File: config.mk
export PLATFORM = sky130hd
export DESIGN_NAME = ids_ram
export DESIGN_NICKNAME = d
export VERILOG_FILES = /design/src/hw/rtl/ids_ram.sv
export SDC_FILE = /design/constraint.sdc
export NUM_CORES = 2
export LEC_CHECK = 0
export BUFFER_PORTS_ARGS = -buffer_cell sky130_fd_sc_hd__clkbuf_2
export CORE_ASPECT_RATIO = 1.2
export CORE_MARGIN = 5
export CORE_UTILIZATION = 45
export DETAILED_ROUTE_END_ITERATION = 10
export PLACE_DENSITY_LB_ADDON = 0.08
export REMOVE_ABC_BUFFERS = 1
export SLEW_MARGIN = 15
export SYNTH_ARGS = -nofsm -noshare
export SYNTH_HDL_FRONTEND = slang
export SYNTH_SLANG_ARGS = --single-unit
File: constraint.sdc
create_clock -name clk -period 5.06 [get_ports clk]
set_input_delay 0.253 -clock clk [delete_from_list [all_inputs] [get_ports clk]]
set_output_delay 0.253 -clock clk [all_outputs]
set_load 0.02 [all_outputs]
File: src/hw/rtl/ids_ram.sv
module ids_ram #(
  parameter int W = 16,
  parameter int D = 256
) (
  input  logic                 clk,
  input  logic                 we,
  input  logic [$clog2(D)-1:0] waddr,
  input  logic [W-1:0]         wdata,
  input  logic [$clog2(D)-1:0] raddr,
  output logic [W-1:0]         rdata
);

  logic [W-1:0] mem [D];

  always_ff @(posedge clk) begin
    if (we) begin
      mem[waddr] <= wdata;
    end
    rdata <= mem[raddr];
  end

endmodule

# [After elaboration in Yosys (flattened, before gate mapping)]
# Memories as Yosys holds them, arrays and structs flattened. A register that Yosys moved wholly into a read port is not among the register bits.
# Cells that the tools add are included.
[totals] reg_bits=0 ramBits=4096 output_inout_bits=16 input_bits=34 memories=1 elab_cells=3
[classes] muxes=2
[memory_table] name="mem" words=256 width=16 rd=1 rd_clocked_by_memory_dff=1 wr=1 line_no="13" text="logic [W-1:0] mem [D];"
[op_table] op="1-bit 2-to-1 mux" n=2

# [Depth between registers and ports, before layout]
[depth] depth_word=2 ltp_mapped=12 mapped_depth_nobuf=6

# [Least setup slack after synthesis]
# OpenSTA, ideal clock, no wires.
[synth_timing] kind="input to register" from="input waddr[3]" to="memory mem[235][0], enable pin" path_stages=6 path_slack_ns=2.642 required_time_ns=4.672 n_path_buf=3 setup_ns=0.388 arrival_ns=2.030 cell_sequence="clkbuf_1 nor2b_1 clkbuf_1 nand4_1 clkbuf_1 nor2_1"
[synth_rtl] item="start: declaration" line_no="7" text="input logic [$clog2(D)-1:0] waddr,"
[synth_rtl] item="end: declaration" line_no="13"
# No word-level cell before the write port.

==> metrics.txt <==
# TYPE chip_impl_metric gauge
chip_impl_info{name="status",value="complete, no violations"} 1
chip_impl_metric{name="final_net_count",unit=""} 7884
chip_impl_metric{name="worst_pin_slew",unit="ps"} 1370
chip_impl_metric{name="combPwrFrac",unit="%"} 5.1
chip_impl_metric{name="number_of_global_route_vias_before_repair",unit=""} 78500
chip_impl_metric{name="row_count",unit=""} 239
chip_impl_metric{name="floorplan.initialDensity",unit="%"} 45.1
chip_impl_metric{name="grt_pass1_wl",unit="µm"} 627000
chip_impl_metric{name="ys.warnings.count",unit=""} 0
chip_impl_metric{name="seq_area_frac_synth",unit="%"} 77.7
chip_impl_metric{name="powerDensity",unit="nW/µm²"} 394
chip_impl_metric{name="grt_remaining_overflow",unit=""} 0
chip_impl_metric{name="reg2reg_depth",unit=""} 6
chip_impl_metric{name="cts_inserted_buffers",unit=""} 411
chip_impl_metric{name="synth_edf_count",unit=""} 4096
chip_impl_info{name="worst_reg2reg_path_endpoint",value="rdata[5]"} 1
chip_impl_info{name="gr_busiest_metal",value="met2"} 1
chip_impl_metric{name="clkTransAtPathRegs",unit="ps"} 60
chip_impl_metric{name="final.min_clock_period",unit="ps"} 3440
chip_impl_metric{name="detailedRoute.firstIterationViolations",unit=""} 8381
chip_impl_metric{name="synthToLayoutAreaGrowth",unit="%"} 13.6
chip_impl_metric{name="final.period_utilization",unit="%"} 68.1
chip_impl_metric{name="drtPass1Iterations",unit=""} 6
chip_impl_info{name="path_delay_family",value="compound AO/OA/AOI/OAI gates"} 1
chip_impl_metric{name="global_route.usage.met3",unit="%"} 3.72
chip_impl_metric{name="max_cap_violations",unit=""} 0
chip_impl_info{name="endpoint_worst_hold",value="mem[207][13]"} 1
chip_impl_metric{name="vias",unit=""} 78200
chip_impl_metric{name="cell_variety_after_synth",unit=""} 52
chip_impl_metric{name="post-cts-setup-buffers",unit=""} 0
chip_impl_metric{name="ant_nets",unit=""} 0
chip_impl_metric{name="buffer_ports.inserted",unit=""} 49
chip_impl_info{name="critical_path.most_common_cell",value="sky130_fd_sc_hd__buf_12"} 1
chip_impl_info{name="min_from",value="waddr[1]"} 1
chip_impl_metric{name="critical_path.n_buffers_inverters",unit=""} 3
chip_impl_metric{name="skew",unit="ps"} 37.6
chip_impl_metric{name="number_of_pins_with_negative_max_slew_slack_in_the_final_report",unit=""} 0
chip_impl_metric{name="clock_network_fraction_of_total_power",unit="%"} 41.9
chip_impl_metric{name="timing.critical_path.required",unit="ps"} 5900
chip_impl_metric{name="total_switching_power",unit="µW"} 15300
chip_impl_info{name="tritoncts",value="built"} 1
chip_impl_metric{name="crit_fanout",unit=""} 51
chip_impl_metric{name="worst_hold_path.num_cells",unit=""} 4
chip_impl_metric{name="seq_power_share",unit="%"} 53.0
chip_impl_info{name="cts.root.buffer_cell",value="sky130_fd_sc_hd__clkbuf_16"} 1
chip_impl_info{name="grt_setup_unrepaired",value="no"} 1
chip_impl_metric{name="clk_latency",unit="ps"} 960
chip_impl_metric{name="post_drt_via_cell_ratio",unit=""} 6.06
chip_impl_metric{name="met2_usage",unit="%"} 39.6
chip_impl_metric{name="synth_cells",unit=""} 7360
chip_impl_info{name="ys_dominant_reg_cell",value="sky130_fd_sc_hd__edfxtp_1"} 1
chip_impl_metric{name="clock_sinks",unit=""} 4112
chip_impl_metric{name="design.die.area",unit="µm²"} 365000
chip_impl_metric{name="crit_path_max_incr_delay",unit="ps"} 720
chip_impl_metric{name="p_total",unit="µW"} 71000
chip_impl_info{name="crit_path_start",value="raddr[0]"} 1
chip_impl_metric{name="drc",unit=""} 0
chip_impl_metric{name="fp.coreArea",unit="µm²"} 352000
chip_impl_info{name="crit_type",value="in -> reg"} 1
chip_impl_metric{name="ios",unit=""} 50
chip_impl_metric{name="vdd_ir_drop_max",unit="µV"} 302
chip_impl_info{name="crit_path_start_kind",value="input port"} 1
chip_impl_metric{name="die_height",unit="µm"} 661
chip_impl_metric{name="relative_max_transition_margin",unit="%"} 7.70
chip_impl_metric{name="synthArstFlopShare",unit="%"} 0
chip_impl_metric{name="clock_tree.htree_level_count",unit=""} 5
chip_impl_metric{name="synth_seq_cells",unit=""} 4112
chip_impl_info{name="cells_along_the_critical_path",value="buf_12 > buf_12 > buf_12 > mux2i_1 > o221ai_1 > o22ai_1 > a21oi_1 > nand4_1 > nor4_1"} 1
chip_impl_metric{name="fp.dieW",unit="µm"} 552
chip_impl_metric{name="fmaxAchievable",unit="MHz"} 290
chip_impl_metric{name="grt_usage",unit="%"} 24.2
chip_impl_metric{name="place.gp.congestion",unit=""} 0.836
chip_impl_metric{name="hold_viol",unit=""} 0
chip_impl_info{name="critical_path.reg2reg.startpoint",value="mem[15][5]"} 1
chip_impl_metric{name="synthesis.area",unit="µm²"} 159000
chip_impl_metric{name="place_hpwl",unit="µm"} 266000
chip_impl_metric{name="setup_total_negative_slack",unit="ps"} 0
chip_impl_info{name="cpMaxStageDelayCell",value="sky130_fd_sc_hd__nand4_1"} 1
chip_impl_metric{name="maximum_number_of_pins_on_one_net_before_global_route_repair",unit=""} 157
chip_impl_metric{name="antenna_found_initial",unit=""} 26
chip_impl_metric{name="leakage_power_figure",unit="µW"} 0.0569
chip_impl_metric{name="post_drt_wl_per_cell",unit="µm"} 34.7
chip_impl_metric{name="setup_violations",unit=""} 0
chip_impl_metric{name="cts.path.max_buffers",unit=""} 4
chip_impl_info{name="critPathCaptureType",value="flop"} 1
chip_impl_metric{name="switching_share",unit="%"} 21.6
chip_impl_metric{name="postLayoutCoreUtil",unit="%"} 51.2
chip_impl_metric{name="met1_usage",unit="%"} 34.3
chip_impl_metric{name="p_int",unit="µW"} 55700
chip_impl_metric{name="cp.arrival",unit="ps"} 4290
chip_impl_metric{name="proportion_of_layout_cells_with_a_drive_suffix_above_1",unit="%"} 25.9
chip_impl_metric{name="syn_avg_cell_area",unit="µm²"} 21.6
chip_impl_metric{name="minimum_setup_slack_among_reg_to_reg_paths",unit="ps"} 1730
chip_impl_info{name="worst_hold_path_type",value="in -> reg"} 1
chip_impl_metric{name="detail_route.wirelength",unit="µm"} 448000
[worst reg2reg max path, delay by kind of cell, from the launching register on]
family,cells,cell delay (ps)
AOI/OAI and AO/OA,2,1550
muxes,2,790
and+or+nand+nor,2,480
DFF,1,370
[what timing repair did]
action | in CTS | in global routing
setup endpoints to repair | 0 | 0
hold buffers | 16 | 0
hold endpoints to repair | 1474 | 0
gates resized for setup | 0 | 0
[worst max path at each step]
stage	endpoint	slack, ps	cells past startpoint
finish	rdata[13]	1620	9
global route	rdata[13]	1550	9
CTS	rdata[13]	1590	9
detailed placement	rdata[13]	560	9
global placement	rdata[13]	460	9
floorplan	rdata[4]	-1690	6
[kinds of logic (layout without fill, tap and decap cells)]
kind of cell           count (synthesis)  count (layout)  synth area share (%)
buffers and inverters                456            1292                  1.69
other                                  0               7                     0
muxes                               1450            1450                  15.5
DFF                                 4112            4112                  77.7
and+or+nand+nor                      556             556                  1.57
AOI/OAI and AO/OA                    786             786                  3.54
[metrics by stage]
stage                     instances  worst slack, ps  hold WS, ps  cell area [µm²]
after CTS                     12900             1590         66.4           180000
after detailed placement      12100              557          715           167000
after floorplan                6908            -1690          352           156000
after global placement        12100              464          705           167000
final                         12900             1620          169           180000
after global routing          12900             1550          116           180000
[final cells by class]
cell class / instances / area (µm²)
Antenna cell: 7 / 17.5
Clock buffer: 526 / 11000
Clock inverter: 233 / 1950
Fill cell: 28100 / 172000
Inverter: 4 / 27.5
Multi-Input combinational cell: 2792 / 33300
Sequential cell: 4112 / 123000
Tap cell: 4699 / 5880
Timing Repair Buffer: 529 / 4820
[state kept, by name (all words and copies together), names as in the netlist]
name and cells:
mem 4096, rdata 16
[cells in the mapped netlist, types with 2 or more instances]
master / number / area, µm²
sky130_fd_sc_hd__edfxtp_1: 4096 / 123000
sky130_fd_sc_hd__buf_4: 26 / 195
sky130_fd_sc_hd__o22ai_1: 148 / 926
sky130_fd_sc_hd__mux2i_1: 565 / 5660
sky130_fd_sc_hd__clkbuf_1: 230 / 863
sky130_fd_sc_hd__o221ai_1: 252 / 2210
sky130_fd_sc_hd__nand4b_1: 3 / 26.3
sky130_fd_sc_hd__a21oi_1: 175 / 876
sky130_fd_sc_hd__nand4_1: 26 / 163
sky130_fd_sc_hd__nand3_1: 35 / 175
sky130_fd_sc_hd__a31oi_1: 6 / 37.5
sky130_fd_sc_hd__buf_8: 11 / 165
sky130_fd_sc_hd__dfxtp_1: 16 / 320
sky130_fd_sc_hd__a2111oi_0: 6 / 52.6
sky130_fd_sc_hd__a211oi_1: 18 / 135
sky130_fd_sc_hd__nor2_1: 304 / 1140
sky130_fd_sc_hd__nor2b_1: 9 / 56.3
sky130_fd_sc_hd__inv_1: 3 / 11.3
sky130_fd_sc_hd__or2_2: 4 / 25.0
sky130_fd_sc_hd__a221oi_1: 28 / 245
sky130_fd_sc_hd__nor4_1: 17 / 106
sky130_fd_sc_hd__o31ai_1: 16 / 120
sky130_fd_sc_hd__a22o_1: 32 / 280
sky130_fd_sc_hd__nor3_1: 92 / 460
sky130_fd_sc_hd__nand2_1: 38 / 143
sky130_fd_sc_hd__and3_1: 11 / 68.8
sky130_fd_sc_hd__and4_1: 2 / 17.5
sky130_fd_sc_hd__o32ai_1: 20 / 175
sky130_fd_sc_hd__buf_2: 76 / 380
sky130_fd_sc_hd__nor4bb_1: 2 / 20.0
sky130_fd_sc_hd__o21ai_0: 37 / 185
sky130_fd_sc_hd__mux4_2: 797 / 17900
sky130_fd_sc_hd__nand2b_1: 3 / 18.8
sky130_fd_sc_hd__buf_12: 5 / 100
sky130_fd_sc_hd__buf_1: 27 / 101
sky130_fd_sc_hd__a22oi_1: 43 / 323
sky130_fd_sc_hd__buf_6: 77 / 867
sky130_fd_sc_hd__mux2_2: 88 / 991
sky130_fd_sc_hd__or3_1: 2 / 12.5
sky130_fd_sc_hd__a21o_1: 2 / 15.0
[layer usage]
metal	part of all wire, %	vias to the layer above	wire length (µm)
met5	0.010	-	46
met4	2.8	6	12400
met3	6.2	543	27800
met2	49	2698	219000
met1	42	42700	188000
li1	-	32300	-
[cells in the final DEF, fill, tap and decap left out, types with 30 or more instances in the layout]
master                      synthesis  routed
sky130_fd_sc_hd__a21oi_1          175     175
sky130_fd_sc_hd__a22o_1            32      32
sky130_fd_sc_hd__a22oi_1           43      43
sky130_fd_sc_hd__buf_12             5      59
sky130_fd_sc_hd__buf_4             26     406
sky130_fd_sc_hd__bufinv_16          0      30
sky130_fd_sc_hd__clkbuf_1         230      97
sky130_fd_sc_hd__clkbuf_16          0     424
sky130_fd_sc_hd__clkinv_1           0     108
sky130_fd_sc_hd__clkinv_2           0      71
sky130_fd_sc_hd__edfxtp_1        4096    4096
sky130_fd_sc_hd__mux2_2            88      88
sky130_fd_sc_hd__mux2i_1          565     565
sky130_fd_sc_hd__mux4_2           797     797
sky130_fd_sc_hd__nand2_1           38      37
sky130_fd_sc_hd__nor2_1           304     171
sky130_fd_sc_hd__nor2_2             0     121
sky130_fd_sc_hd__nor3_1            92      89
sky130_fd_sc_hd__o21ai_0           37      37
sky130_fd_sc_hd__o221ai_1         252     252
sky130_fd_sc_hd__o22ai_1          148     148
[power by group through the flow]
stage,Sequential (µW),Combinational (µW),Clock [µW]
after floorplan,38300,1380,0
after global placement,38300,3620,0
after detailed placement,38300,3670,0
after CTS,37600,3680,30300
after global routing,37600,3800,31700
final,37600,3620,29700
Note: power is estimated with default switching activity, not from simulation.
